`src/svm_pkg.sv`:
```
// shared widths and the control type for the stereo volume mixer
`default_nettype none

package svm_pkg;

  localparam int SAMPLE_W   = 16;
  localparam int VOL_W      = 16;
  localparam int ACC_W      = 32;
  localparam int GAIN_SHIFT = 16;
  localparam int PROD_W     = SAMPLE_W + VOL_W + 2;

  typedef struct packed {
    logic load;
    logic accumulate;
    logic clear;
  } svm_ctl_t;

endpackage

`default_nettype wire

```
`src/svm_side.sv`:
```
// one side of the mixer: gain multiply, scale, saturating accumulate
`default_nettype none

module svm_side import svm_pkg::*; (
  input  logic                       clk,
  input  logic                       rst,
  input  svm_ctl_t                   ctl,
  input  logic signed [SAMPLE_W-1:0] sample,
  input  logic [VOL_W-1:0]           volume,
  output logic signed [SAMPLE_W-1:0] mix
);

  localparam int SCALED_W = PROD_W - GAIN_SHIFT;

  logic signed [PROD_W-1:0]   product;
  logic signed [PROD_W-1:0]   product_next;
  logic signed [SCALED_W-1:0] scaled_wide;
  logic signed [SAMPLE_W-1:0] scaled;
  logic signed [ACC_W:0]      sum_wide;
  logic signed [ACC_W-1:0]    sum_sat;
  logic signed [ACC_W-1:0]    acc;

  // volume doubled so that half scale is unity
  assign product_next = PROD_W'(sample) * PROD_W'($signed({1'b0, volume, 1'b0}));

  assign scaled_wide = product[PROD_W-1:GAIN_SHIFT];

  always_comb begin
    if (scaled_wide[SCALED_W-1:SAMPLE_W-1] == '0 ||
        scaled_wide[SCALED_W-1:SAMPLE_W-1] == '1) begin
      scaled = scaled_wide[SAMPLE_W-1:0];
    end else if (scaled_wide[SCALED_W-1]) begin
      scaled = {1'b1, {(SAMPLE_W-1){1'b0}}};
    end else begin
      scaled = {1'b0, {(SAMPLE_W-1){1'b1}}};
    end
  end

  assign sum_wide = (ACC_W+1)'(acc) + (ACC_W+1)'(scaled);

  always_comb begin
    if (sum_wide[ACC_W] == sum_wide[ACC_W-1]) begin
      sum_sat = sum_wide[ACC_W-1:0];
    end else if (sum_wide[ACC_W]) begin
      sum_sat = {1'b1, {(ACC_W-1){1'b0}}};
    end else begin
      sum_sat = {1'b0, {(ACC_W-1){1'b1}}};
    end
  end

  always_comb begin
    if (sum_sat[ACC_W-1:SAMPLE_W-1] == '0 || sum_sat[ACC_W-1:SAMPLE_W-1] == '1) begin
      mix = sum_sat[SAMPLE_W-1:0];
    end else if (sum_sat[ACC_W-1]) begin
      mix = {1'b1, {(SAMPLE_W-1){1'b0}}};
    end else begin
      mix = {1'b0, {(SAMPLE_W-1){1'b1}}};
    end
  end

  always_ff @(posedge clk) begin
    if (ctl.load) begin
      product <= product_next;
    end
  end

  always_ff @(posedge clk) begin
    if (rst) begin
      acc <= '0;
    end else if (ctl.accumulate) begin
      acc <= ctl.clear ? '0 : sum_sat;
    end
  end

endmodule

`default_nettype wire

```
`config.mk`:
```
export PLATFORM = sky130hd
export DESIGN_NAME = svm_side
export DESIGN_NICKNAME = d
export VERILOG_FILES = /design/src/svm_pkg.sv /design/src/svm_side.sv
export SDC_FILE = /design/constraint.sdc
export NUM_CORES = 1
export LEC_CHECK = 0
export BUFFER_PORTS_ARGS = -buffer_cell sky130_fd_sc_hd__buf_2
export CORE_ASPECT_RATIO = 0.5
export CORE_UTILIZATION = 40
export CTS_BUF_LIST = sky130_fd_sc_hd__clkbuf_4
export DETAILED_ROUTE_END_ITERATION = 16
export GPL_TIMING_DRIVEN = 0
export PLACE_DENSITY = 0.62
export SLEW_MARGIN = 0
export SYNTH_ARGS = -nofsm -noshare
export SYNTH_HDL_FRONTEND = slang
export SYNTH_SLANG_ARGS = --single-unit
```
`constraint.sdc`:
```
create_clock -name clk -period 7.33 [get_ports clk]
set_input_delay 1.466 -clock clk [delete_from_list [all_inputs] [get_ports clk]]
set_output_delay 1.466 -clock clk [all_outputs]
set_load 0.03 [all_outputs]
```
Yosys cells after proc, flatten, opt, wreduce, memory -nomap -nowiden --
Index checks and enable logic that the tools add are counted. W data, S select, Z words.
Operators by class: equal/unequal tests 3, shift-type cells 0, reduce and logical (&&, ||, !) cells 4, order comparisons 0, bitwise operators 0, add/sub/neg operators 1, multiplexer cells 7, $mul 1, divide/modulo/power cells 0
Operators with widths (number):
- $mux W32 | 3
- $mux W16 | 4
- $add A32 B16 Y33 | 1
- $mul A16 B17 Y33 | 1
- $eq A17 B17 Y1 const B | 1
- $logic_not A17 Y1 | 1
- $eq A3 B3 Y1 const B | 1
- $logic_not A3 Y1 | 1
- $logic_or A1 B1 Y1 | 2
- $eq A1 B1 Y1 | 1
Storage, ports and cells: memories 0, bits in registers 65, RAM bits 0, logic and storage cells 18, latch bits 0, bits of input ports 37, ROM bits 0

Longest topological paths before layout --
Gate-level depths: netlist of run 1.
depth after elaboration 9, gate-level depth with buffers 29

Worst setup path after synthesis of run 1 --
OpenSTA, ideal clock, no wires.
kind reg-to-output, start point reg product[33], end point out mix[0], arrival 6064 ps, path buffers 4, stages on the path, launching flop included 25, slack -200 ps, path through edfxtp_1 -> or3_1 -> nand2_1 -> nor2_1 -> clkbuf_1 -> a21o_1 -> ha_1 -> buf_4 -> and3_1 -> and4bb_1 -> a22oi_2 -> a21boi_1 -> a31o_2 -> a31oi_1 -> nor2b_1 -> o21ai_0 -> nand2b_1 -> xor2_1 -> ha_1 -> buf_1 -> clkbuf_1 -> nor2_1 -> a2111oi_1 -> a41oi_2 -> o21ai_0
Between the ends: cells in the longest elaborated chain, start to end 9, elaborated cells between the ends (all ways) 14
Ends and longest elaborated chain:
- start, declared | line svm_side.sv:15 | logic signed [PROD_W-1:0] product;
- start signal, assigned | line svm_side.sv:63 | product <= product_next;
- $eq A3 B3 Y1 / $logic_not A3 Y1 (equally long branches) | line svm_side.sv:30, svm_side.sv:29
- $logic_or A1 B1 Y1 | line svm_side.sv:29 | if (scaled_wide[SCALED_W-1:SAMPLE_W-1] == '0 ||
- $mux W16 * | line svm_side.sv:29
- $add A32 B16 Y33 * | line svm_side.sv:39 | assign sum_wide = (ACC_W+1)'(acc) + (ACC_W+1)'(scaled);
- $mux W32 / $eq A1 B1 Y1 (equally long branches) | line svm_side.sv:44, svm_side.sv:42
- $mux W32 * | line svm_side.sv:42 | if (sum_wide[ACC_W] == sum_wide[ACC_W-1]) begin
- $eq A17 B17 Y1 / $logic_not A17 Y1 (equally long branches) | line svm_side.sv:52 | if (sum_sat[ACC_W-1:SAMPLE_W-1] == '0 || sum_sat[ACC_W-1:SAMPLE_W-1] == '1) begin
- $logic_or A1 B1 Y1 | line svm_side.sv:52
- $mux W16 * | line svm_side.sv:52
- end, declared | line svm_side.sv:10 | output logic signed [SAMPLE_W-1:0] mix
Every way passes the cells marked *; elsewhere a longest branch is shown, timed or not.

Worst setup path after layout of run 1 --
start point reg product[31], end point out mix[0]
The elaborated chain is that of the path after synthesis.

==> run_results.csv, run 1 <==
group,metric,value,unit
clock_tree,path_clk_slew,150,ps
timing,setup_slack,-133,ps
placement,pre_cts_ws,-1600,ps
setup_path,start_kind,"register",
timing,rsz0062_at_grt,"yes",
floorplan,start_util,0.416,
finish,mostFrequentLayoutCells,"inv_1, fa_1, nand2_1, ha_1, and2_1",
timing,whs,483,ps
placement,place_congestion,0.912,
timing,period_needed,7460,ps
synthesis,syn_inst,1426,
clock_tree,clock_latency,390,ps
drt,drt_iter0_markers,538,
setup_path,cp.required,5860,ps
global_route,grt_overflow_total,0,
timing,tightest_slew,727,ps
synthesis,yosys_most_used_dff,"dfxtp_1",
finish,drive_gt1_frac,0.141,
setup_path,worst_setup_path_end_kind,"output pin",
synthesis,synth_edf_count,18,
synthesis,ys_ff_latch,50,
timing,finalSetupViolations,15,
floorplan,core_area,29600,µm²
drt,drt_first_pass_iters,7,
finish,area_delta_synth_final,15.2,%
placement,io_buffers,52,
drt,drt-vias-per-instance,5.22,
setup_path,crit_type,"reg -> out",
drt,vias,9956,
clock_tree,cts_htree_levels,2,
synthesis,synth_cell_type_count,70,
clock_tree,root_buffer,"clkbuf_4",
setup_path,cp.arrival,6000,ps
finish,postLayoutCellArea,14100,µm²
timing,maxSlewHeadroom,0.510,
hold_path,hold_path_class,"reg -> reg",
global_route,grt_pass1_wl,54.5,mm
setup_path,cp-startpoint,"product[31]",
timing,finalCritPeriodShare,1.02,
timing,hold_violations,0,
global_route,track_usage,0.219,
synthesis,synth_seq_area_share,0.0961,
clock_tree,cts_sinks,50,
run_status,outcome,"finished with violations",
placement,placed_cell_area,13000,µm²
placement,hpwlAfterDp,27.1,mm
synthesis,synth.area.top_cells,"fa_1, ha_1, inv_1",
timing,slew_viol_final,0,
run_status,violations,"setup timing",
drt,postRouteAntennaNets,0,
synthesis,netlist_area,12300,µm²
run,maxCapViolations,0,
synthesis,synth.avg_cell_area,8.61,µm²
setup_path,reg2reg_from,"product[31]",
timing,skew,21.2,ps
global_route,grt_max_degree,19,
clock_tree,tritoncts,"built",
setup_path,worstPathMaxFanout,7,
floorplan,io_pins,53,
clock_tree,clk_path_buf_depth,2,
floorplan,rows,44,
synthesis,ys.warnings.count,0,
synthesis,synth_top_area_share,0.316,
finish,utilization,0.479,
floorplan,die_w,250,µm
synthesis,yosysTopAreaCell,"fa_1",
finish,final_common_cell,"inv_1",
finish,nets,1900,
global_route,antenna_found_initial,2,
hold_path,hp-start,"acc[3]",
timing,fmax,134,MHz
global_route,grt_pass1_vias,10300,
drt,wl_per_cell,17.4,µm
clock_tree,numCtsBuffers,5,
floorplan,die_h,126,µm
synthesis,async_flop_share,0,
synthesis,synth_fp_nets,1810,
floorplan,dieArea,31500,µm²
drt,drt_wl_total,33.3,mm
drt,drc,0,
-- final timing paths --
path / end / slack [ps] / cells after the start
max: mix[0] / -130 / 26
min: acc[3] / 480 / 2
max reg2reg: acc[8] / 1920 / 23
min reg2reg: acc[3] / 480 / 2
-- through the flow --
step,setup TNS [ps],cells
after floorplan,-845,1426
after global placement,-52880,1869
after detailed placement,-33870,1870
after CTS,-1760,1899
after global routing,-5380,1909
final,-1790,1909
-- synthesized netlist by cell type (all sizes together) (8+ instances only) --
cell	n
inv	235
fa	194
nand2	169
ha	153
and2	119
nor2	97
o21ai	56
a21oi	55
clkbuf	48
a21o	34
dfxtp	32
xnor2	24
edfxtp	18
a22oi	17
xor2	16
nor3	14
a211oi	12
o21a	12
and3	11
nand2b	11
buf	8
nor2b	8
-- worst max-delay path, stage by stage (launching register included) --
cell and delay [ps]:
edfxtp_1 410, or3_4 400, nand2_4 110, nor2_4 60, buf_8 130, a21o_1 160
ha_2 310, and3_4 200, and4bb_1 190, a22oi_2 250, a21boi_2 140, a31o_2 310
a31oi_4 200, nor2b_1 70, o21ai_1 130, nand2b_1 90, xor2_1 150, ha_1 350
buf_6 170, buf_4 140, a22oi_2 220, a21boi_1 330, nand4_1 210, o311ai_4 460
buf_6 200, o21ai_2 70, buf_6 150
-- final cells by class --
cell class	instances	area [µm²]
Fill cell	2877	15400
Multi-Input combinational cell	1085	10500
Sequential cell	50	1180
Inverter	235	890
Timing Repair Buffer	98	743
Tap cell	391	489
Buffer	41	313
Clock buffer	5	37.5
Clock inverter	3	18.8
Antenna cell	1	2.50
-- registers in the layout, indices dropped and copies added (netlist names) --
name / flops
acc: 32
product: 18
-- repair_timing --
item	CTS	global route
gates cloned	2	1
endpoints found under the setup margin	29	22
pin swaps	22	43
gates resized for setup	125	94
hold buffers	0	0
buffers inserted	30	12
-- cell families after synthesis --
family                     after synthesis  share of synthesized area
AOI/OAI and AO/OA                      234                      0.129
xor gates and xnor gates                40                     0.0285
adders and majority gates              347                      0.472
buffers and inverters                  291                     0.0901
DFF                                     50                     0.0961
muxes                                    6                    0.00499
and+or+nand+nor                        458                      0.179
-- metal layers --
layer  up-vias  routed length, µm  global-route usage
li1       4783                  -                   -
met1      4839              15300               0.309
met2       287              14800               0.353
met3        47               2380              0.0308
met4         0                779              0.0537
met5         -                  0                   0
Power of run 1 is not shown: default switching activity piles up to over one toggle a cycle in this logic, so the estimate is an artifact.
==> run 2, diff against run 1 <==
- PLACE_DENSITY: 0.62 -> 0.6
- clock period: 7.33 -> 7.6 ns (I/O delays scaled with it)
==> run_results.csv, run 2 (same netlist as run 1, synthesis figures left out) <==
group,metric,value,unit
clock_tree,root_buffer,"clkbuf_4",
finish,largest_reg_flops,32,
setup_path,cp.required,6080,ps
clock_tree,clock_latency,390,ps
clock_tree,cts_sinks,50,
drt,wl_per_cell,18.2,µm
timing,hold_violations,0,
setup_path,crit_type,"reg -> out",
floorplan,dieArea,31500,µm²
setup_path,slowest_stage,"edfxtp_1",
global_route,grt_pass1_wl,55.3,mm
floorplan,die_w,250,µm
clock_tree,path_clk_slew,140,ps
global_route,track_usage,0.222,
setup_path,cpMostUsedCell,"buf_6",
floorplan,core_area,29600,µm²
finish,largest_register,"acc",
hold_path,hold_path_class,"reg -> reg",
clock_tree,postCtsHoldBufs,0,
finish,reg.largest.list,"acc x32, product x18",
drt,drt_wl_total,34.7,mm
timing,period_needed,7670,ps
drt,postRouteAntennaNets,0,
timing,slew_viol_final,0,
clock_tree,cts_htree_levels,2,
timing,maxSlewHeadroom,0.530,
finish,nets,1893,
drt,drt_iter0_markers,606,
run,maxCapViolations,0,
timing,skew,22.7,ps
finish,mostFrequentLayoutCells,"inv_1, fa_1, nand2_1, ha_1, and2_1",
global_route,grt_max_degree,19,
drt,vias,10100,
timing,tightest_slew,705,ps
floorplan,rows,44,
floorplan,start_util,0.416,
setup_path,start_kind,"register",
drt,drt-vias-per-instance,5.29,
timing,finalSetupViolations,15,
floorplan,die_h,126,µm
finish,final_common_cell,"inv_1",
timing,rsz0062_at_grt,"yes",
timing,finalCritPeriodShare,1.01,
run_status,outcome,"finished with violations",
drt,drc,0,
floorplan,io_pins,53,
clock_tree,clk_path_buf_depth,2,
setup_path,worstPathMaxFanout,7,
timing,fmax,130,MHz
global_route,grt_overflow_total,0,
setup_path,cp.arrival,6150,ps
setup_path,worst_setup_path_end_kind,"output pin",
placement,hpwlAfterDp,28.4,mm
drt,drt_first_pass_iters,7,
global_route,antenna_found_initial,3,
placement,place_congestion,0.912,
setup_path,slowest_delay,400,ps
timing,setup_slack,-66.6,ps
finish,utilization,0.471,
placement,io_buffers,52,
clock_tree,tritoncts,"built",
run_status,violations,"setup timing",
finish,area_delta_synth_final,13.4,%
finish,drive_gt1_frac,0.134,
finish,fill_cells,2855,
clock_tree,numCtsBuffers,5,
global_route,grt_pass1_vias,10500,
## run 2: what timing repair did
action	in CTS	in global routing
setup endpoints to repair	24	20
gates cloned	2	1
endpoints found under the hold margin	0	0
setup buffers	28	8
resized for setup	104	70
pin swaps	19	23
## run 2: layout make-up
class / instances / area (µm²) / area share
multi-input combinational: 1085 / 10400 / 0.747
timing repair buffer: 92 / 677 / 0.0486
buffer: 40 / 235 / 0.0169
sequential: 50 / 1180 / 0.0848
clock inverter: 2 / 13.8 / 0.000988
inverter: 235 / 887 / 0.0637
antenna: 1 / 2.50 / 0.000180
clock buffer: 6 / 45.0 / 0.00323
tap: 391 / 489 / 0.0351
## run 2: path summary, 6_finish.rpt
check,start,end,slack (ps),cells after the start
max,product[31],mix[0],-70,29
min,acc[5],acc[5],490,2
max reg2reg,product[31],acc[31],2240,31
min reg2reg,acc[5],acc[5],490,2
## run 2: metrics by stage
step                      setup TNS, ps  setup slack [ps]  cells  cell area [µm²]  hold WS (ps)
after global placement           -46580             -2060   1869            13000           455
final                              -758             -66.6   1902            13900           486
after global routing              -4320              -304   1902            13900           515
after floorplan                       0              16.0   1426            12300           439
after CTS                         -1080             -86.3   1899            13600           486
after detailed placement         -29920             -1620   1870            13000           468
## run 2: critical path: cells and delay by family (launching register included)
family                   cells  cell delay (ps)
multiplexers                 2              420
flip-flops                   1              400
adder cells (fa/ha/maj)      2              570
AO/OA/AOI/OAI               12             2350
XOR/XNOR                     1              150
AND/OR/NAND/NOR              8             1230
buffers and inverters        4              630
## run 2: metal layers
metal | up-vias | part of all wire | global-route usage
met5 | - | 0.00035 | 0
met2 | 316 | 0.47 | 0.371
met1 | 4956 | 0.46 | 0.307
li1 | 4751 | - | -
met3 | 45 | 0.057 | 0.0246
met4 | 2 | 0.017 | 0.0592
Power of run 2 is left out for the same reason.
